===== src/design/sgm_pkg.sv =====
// Shared types and constants for the Sobel gradient magnitude block.
`timescale 1ns / 1ps
package sgm_pkg;
  localparam int unsigned MaxWidth = 2048;
  localparam int unsigned CfgW = 12;
  localparam int unsigned CfgIdxW = 1;
  localparam logic [CfgIdxW-1:0] RegWidth = 1'b0;
  localparam logic [CfgIdxW-1:0] RegHeight = 1'b1;
  localparam logic [CfgW-1:0] WidthReset = 12'd640;
  localparam logic [CfgW-1:0] HeightReset = 12'd480;

  typedef struct packed {
    logic [7:0] red;
    logic [7:0] green;
    logic [7:0] blue;
  } pix_t;

  typedef struct packed {
    logic signed [8:0] grad_x_blue;
    logic signed [8:0] grad_x_green;
    logic signed [8:0] grad_x_red;
    logic signed [8:0] grad_y_blue;
    logic signed [8:0] grad_y_green;
    logic signed [8:0] grad_y_red;
    logic [7:0] mag_blue;
    logic [7:0] mag_green;
    logic [7:0] mag_red;
    logic frame_last;
  } res_t;

  // Commands from the controller to the datapath.
  typedef struct packed {
    logic load;       // latch the accepted pixel and read the line buffers
    logic shift;      // shift the window and write back the line buffers
    logic sqrt_start; // start the root iteration
    logic sqrt_step;  // one root bit
    logic emit;       // result is for an interior pixel
    logic last;       // final interior pixel of the frame
  } dp_cmd_t;

  typedef struct packed {
    logic sqrt_done;
  } dp_sts_t;
endpackage


===== src/design/sgm_ctrl.sv =====
// Sequencer: handshakes, raster counters and datapath commands.
`timescale 1ns / 1ps
module sgm_ctrl #(
  parameter int unsigned MAX_WIDTH = sgm_pkg::MaxWidth,
  localparam int unsigned AW = (MAX_WIDTH > 1) ? $clog2(MAX_WIDTH) : 1
) (
  input  logic                    clk_i,
  input  logic                    rst_ni,
  input  logic [sgm_pkg::CfgW-1:0] width_i,
  input  logic [sgm_pkg::CfgW-1:0] height_i,
  input  logic                    in_valid_i,
  output logic                    in_ready_o,
  output logic                    out_valid_o,
  input  logic                    out_ready_i,
  output logic [AW-1:0]           addr_o,
  output sgm_pkg::dp_cmd_t        cmd_o,
  input  sgm_pkg::dp_sts_t        sts_i
);
  import sgm_pkg::*;

  typedef enum logic [4:0] {
    S_IDLE  = 5'b00001,
    S_SHIFT = 5'b00010,
    S_START = 5'b00100,
    S_ROOT  = 5'b01000,
    S_OUT   = 5'b10000
  } state_e;

  state_e state_q, state_d;
  logic [12:0] col_q, row_q;
  logic emit_q, last_q, emit_d, last_d;
  logic [13:0] w_eff, h_eff;
  logic last_col, last_row;

  always_comb begin
    w_eff = {2'b0, width_i};
    if (w_eff < 14'd3) w_eff = 14'd3;
    if (w_eff > 14'(MAX_WIDTH)) w_eff = 14'(MAX_WIDTH);
    h_eff = {2'b0, height_i};
    if (h_eff < 14'd3) h_eff = 14'd3;
  end

  assign last_col = {1'b0, col_q} >= w_eff - 14'd1;
  assign last_row = {1'b0, row_q} >= h_eff - 14'd1;
  assign addr_o = col_q[AW-1:0];
  assign in_ready_o = (state_q == S_IDLE);
  assign out_valid_o = (state_q == S_OUT);
  assign emit_d = row_q >= 13'd2 && col_q >= 13'd2;
  assign last_d = last_col && last_row;

  always_comb begin
    state_d = state_q;
    cmd_o = '0;
    cmd_o.emit = emit_q;
    cmd_o.last = last_q;
    case (state_q)
      S_IDLE: begin
        if (in_valid_i) begin
          cmd_o.load = 1'b1;
          state_d = S_SHIFT;
        end
      end
      S_SHIFT: begin
        cmd_o.shift = 1'b1;
        state_d = emit_q ? S_START : S_IDLE;
      end
      S_START: begin
        cmd_o.sqrt_start = 1'b1;
        state_d = S_ROOT;
      end
      S_ROOT: begin
        cmd_o.sqrt_step = 1'b1;
        if (sts_i.sqrt_done) state_d = S_OUT;
      end
      S_OUT: begin
        if (out_ready_i) state_d = S_IDLE;
      end
      default: state_d = S_IDLE;
    endcase
  end

  always_ff @(posedge clk_i or negedge rst_ni) begin
    if (!rst_ni) begin
      state_q <= S_IDLE;
      col_q   <= '0;
      row_q   <= '0;
      emit_q  <= 1'b0;
      last_q  <= 1'b0;
    end else begin
      state_q <= state_d;
      if (state_q == S_IDLE && in_valid_i) begin
        emit_q <= emit_d;
        last_q <= last_d;
        if (last_col) begin
          col_q <= '0;
          row_q <= last_row ? 13'd0 : row_q + 13'd1;
        end else begin
          col_q <= col_q + 13'd1;
        end
      end
    end
  end
endmodule


===== config.mk =====
export PLATFORM = sky130hd
export DESIGN_NAME = sgm_ctrl
export DESIGN_NICKNAME = d
export VERILOG_FILES = /design/src/design/sgm_pkg.sv /design/src/design/sgm_ctrl.sv
export SDC_FILE = /design/constraint.sdc
export NUM_CORES = 1
export LEC_CHECK = 0
export BUFFER_PORTS_ARGS = -buffer_cell sky130_fd_sc_hd__buf_4
export CAP_MARGIN = 15
export CELL_PAD_IN_SITES_DETAIL_PLACEMENT = 0
export CELL_PAD_IN_SITES_GLOBAL_PLACEMENT = 2
export CORE_UTILIZATION = 34
export DETAILED_ROUTE_END_ITERATION = 6
export HOLD_SLACK_MARGIN = 0.08
export PLACE_DENSITY = 0.78
export REMOVE_ABC_BUFFERS = 1
export SETUP_SLACK_MARGIN = 0.02
export SKIP_LAST_GASP = 1
export SLEW_MARGIN = 20
export SYNTH_ARGS = -nofsm -noshare
export SYNTH_HDL_FRONTEND = slang
export SYNTH_SLANG_ARGS = --single-unit

===== constraint.sdc =====
create_clock -name clk_i -period 2.9 [get_ports clk_i]
set_input_delay 0 -clock clk_i [delete_from_list [all_inputs] [get_ports clk_i]]
set_output_delay 0 -clock clk_i [all_outputs]
set_load 0.1 [all_outputs]

# After elaboration in Yosys (flattened, before gate mapping)
# Cells that the tools add are included.
dict set report classes {
  addsub 4
  magnitude_cmp 7
  eq_ne 8
  mux 15
  reduce_logical 5
}
# op n
set op_table {}
lappend op_table {{2-to-1 mux 12 bit} 3}
lappend op_table {{greater-or-equal comparator 13 x 14 -> 1 bit} 2}
lappend op_table {{subtractor 14 x 1 -> 14 bit, second input constant} 2}
lappend op_table {{adder 13 x 1 -> 13 bit, second input constant} 2}
lappend op_table {{greater-or-equal comparator 13 x 2 -> 1 bit, second input constant} 2}
lappend op_table {{2-to-1 mux 13 bit} 2}
lappend op_table {{one-hot mux 5 bit (5 select lines)} 1}
lappend op_table {{< comparator 12 x 2 -> 1 bit, second input constant} 2}
lappend op_table {{2-to-1 mux 5 bit} 3}
lappend op_table {{greater-than comparator 14 x 12 -> 1 bit, second input constant} 1}
lappend op_table {{== test 5 x 1 -> 1 bit, second input constant} 1}
lappend op_table {{== test 5 x 2 -> 1 bit, second input constant} 1}
lappend op_table {{== test 5 x 3 -> 1 bit, second input constant} 1}
lappend op_table {{== test 5 x 4 -> 1 bit, second input constant} 1}
lappend op_table {{== test 5 bit, second input constant} 1}
lappend op_table {{2-to-1 mux 1 bit} 5}
lappend op_table {{!= test 2 bit, second input constant} 2}
lappend op_table {{logical AND 1 bit} 3}
lappend op_table {{2-to-1 mux 3 bit} 1}
lappend op_table {{AND reduction 3 bit} 1}
lappend op_table {{!= test 2 x 1 -> 1 bit, second input constant} 1}
lappend op_table {{AND reduction 2 bit} 1}
dict set report totals {
  regBits 33
  output_inout_bits 19
  wordCells 44
}

# Depth between registers and ports, before layout
dict set report logic_depth {
  word_depth 7
  ltp_mapped 16
  mapped_depth_nobuf 15
}

# Least setup slack after synthesis
# No wires, ideal clock.
dict set report synth_path {
  path_kind {flip-flop to flip-flop}
  start {reg state_q[0]}
  end {reg state_q[4]}
  setup_ns 0.066
  arrival_ns 3.855
  setup_slack_ns -1.021
  stages_incl_launch_ff 5
  synth_period_minus_slack_ns 3.921
  path_cell_list {dfstp_2 > nor2_1 > nor4bb_1 > nor2b_1 > a21o_1}
}
dict set report synth_between {
  elab_chain_cells 3
  word_cells_on_any_way 10
  classes_between {8 x eq/ne; 1 x mux; 1 x reduce/logical}
}
# item line_no
set synth_rtl {}
lappend synth_rtl {{from (decl)} sgm_ctrl.sv:29} ;# state_e state_q, state_d;
lappend synth_rtl {{from (signal assigned)} sgm_ctrl.sv:90} ;# state_q <= state_d;
lappend synth_rtl {{== test 5 bit *} n/a}
lappend synth_rtl {{via out_valid_o} sgm_ctrl.sv:13} ;# output logic out_valid_o,
lappend synth_rtl {{!= test 2 x 1 -> 1 bit (no line)} n/a}
lappend synth_rtl {{AND reduction 3 bit (no line)} n/a}
# Mark *: on every way through the listed nets, which the timed path passes. The rest lies on a longest branch.
# A chain may end at the register's enable or synchronous reset.

# Worst setup path after layout
dict set report layout_path {
  start {in height_i[7] in the netlist's numbering}
  end {reg row_q[3]}
}
dict set report layout_between {
  elab_chain_cells 5
}
# item line_no
set layout_rtl {}
lappend layout_rtl {{from (decl)} sgm_ctrl.sv:10} ;# input logic [sgm_pkg::CfgW-1:0] height_i,
lappend layout_rtl {{< comparator 12 x 2 -> 1 bit} sgm_ctrl.sv:40} ;# if (h_eff < 14'd3) h_eff = 14'd3;
lappend layout_rtl {{2-to-1 mux 12 bit *} sgm_ctrl.sv:40}
lappend layout_rtl {{subtractor 14 x 1 -> 14 bit *} sgm_ctrl.sv:44} ;# assign last_row = {1'b0, row_q} >= h_eff - 14'd1;
lappend layout_rtl {{greater-or-equal comparator 13 x 14 -> 1 bit *} sgm_ctrl.sv:44}
lappend layout_rtl {{2-to-1 mux 13 bit *} sgm_ctrl.sv:96} ;# row_q <= last_row ? 13'd0 : row_q + 13'd1;
lappend layout_rtl {{to (signal assigned)} sgm_ctrl.sv:96}
lappend layout_rtl {{to (decl)} sgm_ctrl.sv:30} ;# logic [12:0] col_q, row_q;
# Every way passes the cells marked *; elsewhere a longest branch is shown, timed or not.

==> impl_metrics.json <==
{
  "violations": "negative setup slack",
  "place_hpwl_um": 6090,
  "ys_ff_latch": 33,
  "pin_count": 48,
  "critPathKind": "input pin to register",
  "diodes": 0,
  "drtIter0Drc": 140,
  "hold_violations": 0,
  "drc": 0,
  "cts_tree": "done",
  "crit_slowest_cell": "or4_4",
  "synthArstFlopShare_pct": 100,
  "area_growth_pct": 43.5,
  "fmax_mhz": 306,
  "cts_sinks": 33,
  "ant_nets": 0,
  "rows": 33,
  "fillers": 804,
  "r2r-end": "row_q[3]",
  "start_kind": "input pin",
  "setup_ws_ns": -0.363,
  "cts_max_level": 2,
  "start_util_pct": 35.4,
  "slew_violations": 0,
  "coreArea_um2": 8300,
  "max_stage_delay_ns": 0.52,
  "rsz0062_at_grt": "true",
  "grt.total_usage_pct": 19.1,
  "wl_per_cell_um": 14.4,
  "syn_avg_cell_area_um2": 8.63,
  "final.period_utilization_pct": 113,
  "report.power.total_mw": 2.20,
  "insertion_delay_ns": 0.29,
  "clk_pin_slew_worst_paths_ns": 0.07,
  "syn-cell-area_um2": 2930,
  "hp-class": "input pin to register",
  "fin_nets": 503,
  "synthFlopType": "dfrtp_1",
  "grt_pass1_vias": 2818,
  "cp_max_fo": 8,
  "num_vias": 2883,
  "whs_ns": 0.157,
  "crit_required_ns": 3.07,
  "wl_um": 7910,
  "clock_path_buffers": 2,
  "globalRouteOverflowTotal": 0,
  "utilization_pct": 50.7,
  "die_area_um2": 9010,
  "firstDrtPassIters": 4,
  "grt_max_degree": 34,
  "ir_worst_vdd_mv": 0.257,
  "finClkSkew_ns": 0.00631,
  "hold_start": "in_valid_i",
  "worstPathArrival_ns": 3.43,
  "crit_chain": "buf_6 -> or4_4 -> or3_4 -> nor3_4 -> a21oi_2 -> buf_4 -> buf_4 -> buf_4 -> buf_4 -> buf_4 -> ha_1 -> nor2b_1 -> o21ai_0 -> a41o_1 -> a31oi_4 -> buf_12 -> buf_6 -> and3_1 -> a221o_1",
  "ys_types": 64,
  "r2r_cells": 8,
  "ys_warn_count": 0,
  "drive_gt1_share_pct": 40.0,
  "gp_congestion": 0.803,
  "cp_common_cell": "buf_4",
  "yosysSeqAreaShare_pct": 28.2,
  "cp_num_buf_inv": 8,
  "regToRegSetupSlack_ns": 0.59,
  "critical-path-top-delay-family": "simple AND/OR/NAND/NOR gates",
  "grt_antenna_before_repair": 0,
  "status": "finished, violations left",
  "synthCells": 340,
  "die_y_um": 94.9,
  "setup_violations": 14,
  "worstHoldEndpoint": "state_q[1]",
  "setup_tns_ns": -4.05,
  "pre_cts_slack_ns": -0.775,
  "hold_depth": 3,
  "worstReg2RegStart": "col_q[0]",
  "numCtsBuffers": 5,
  "root_buffer": "clkbuf_8",
  "endpoint_kind": "register",
  "cap_violations": 0,
  "p_leak_nw": 2.02,
  "synth_edf_count": 0,
  "power_density_nw_per_um2": 523,
  "viasPerCell": 5.26,
  "grt_pass1_wl_um": 13400,
  "die_w_um": 94.9,
  "finalCriticalPeriod_ns": 3.26,
  "portBuffers": 47
}
-- sequential cells by signal (all words and copies together) (netlist names) --
register / count
col_q: 13
row_q: 13
state_q: 5
emit_q: 1
last_q: 1
-- synthesized netlist by cell type, drive strengths merged (3+ instances only) --
library cell	n	area, um^2
or3	9	61.3
and3	11	68.8
o21ai	17	85.1
and3b	3	26.3
a21oi	17	85.1
and2	5	31.3
nand2b	4	32.5
ha	32	400
nor4	7	50.1
a21o	3	22.5
dfrtp	32	801
nand4	7	43.8
nor2b	4	25.0
inv	13	48.8
or2	3	18.8
a221o	6	60.1
clkbuf	3	11.3
xnor2	7	61.3
nor3	16	96.4
nand2	29	116
nor2	26	97.6
o21a	3	22.5
xor2	7	61.3
nand3	18	90.1
buf	16	121
a211oi	3	22.5
o31ai	3	22.5
-- cell type report --
cell class / instances / area (um^2) / share of cell area (%)
multi-input cells: 275 / 2140 / 50.8
repair buffers: 114 / 926 / 22.0
flip-flops and latches: 33 / 827 / 19.6
clock inverters: 3 / 68.8 / 1.63
clock buffers: 5 / 68.8 / 1.63
inverters: 13 / 48.8 / 1.16
well taps: 105 / 131 / 3.12
-- power breakdown --
| part | internal, mW | switching (mW) | leakage, nW |
|---|---|---|---|
| logic | 0.331 | 0.732 | 1.52 |
| registers | 0.520 | 0.0843 | 0.438 |
| clock network | 0.346 | 0.189 | 0.0687 |
-- worst max path at each step --
stage,from,endpoint,cells after the start
after CTS,height_i[7],row_q[3],19
final,height_i[7],row_q[3],19
after floorplan,state_q[0],state_q[4],4
after global routing,height_i[7],row_q[9],18
after detailed placement,height_i[7],row_q[3],16
after global placement,height_i[7],row_q[6],16
-- tightest hold or removal path, delay by kind of cell --
kind                   cells  cell delay (ns)
buffers and inverters      2             0.17
AND/OR/NAND/NOR            1             0.23
-- cells in the final DEF (no fill, tap or decap), types with 5 or more instances in the layout --
master,synthesis,layout
nand2_1,28,24
buf_4,14,100
nor4_1,6,6
nor3_1,14,14
xnor2_1,7,7
ha_1,32,29
xor2_1,7,6
a221o_1,6,6
nand4_1,7,7
dfrtp_1,32,32
or3_1,8,7
nor2_1,26,22
a21oi_2,0,8
o21ai_2,0,6
clkbuf_8,0,5
nand3_1,18,18
and3_1,11,11
buf_6,1,8
o21ai_0,17,9
inv_1,12,12
a21oi_1,17,9
-- per-stage QoR --
step,cell area [um^2],cells
3_3_place_gp,3670,524
2_1_floorplan,2800,321
6_report,4210,548
5_1_grt,4210,548
3_5_place_dp,3670,524
4_1_cts,4080,544
-- routing by layer --
layer	track usage [%]	vias to the layer above	part of all wire [%]
met1	25.2	1358	48
li1	-	1455	-
met2	32.4	58	47
met3	2.09	12	3.2
met4	6.06	0	1.7
met5	0	-	0
-- logic make-up after synthesis --
family,share of synthesized area (%)
flops,28.2
other cells,0.128
simple gates,28.4
fa+ha+maj,13.6
xor+xnor,4.18
mux,1.07
compound gates,18.2
buf+inv,6.18
-- what timing repair did --
| item | in CTS | in global routing |
|---|---|---|
| endpoints found under the setup margin | 27 | 27 |
| pin swaps | 24 | 12 |
| buffers inserted | 9 | 4 |
| gates resized for setup | 42 | 28 |
| hold buffers | 3 | 0 |
| endpoints found under the hold margin | 36 | 0 |
Note: power is estimated with default switching activity, not from simulation.
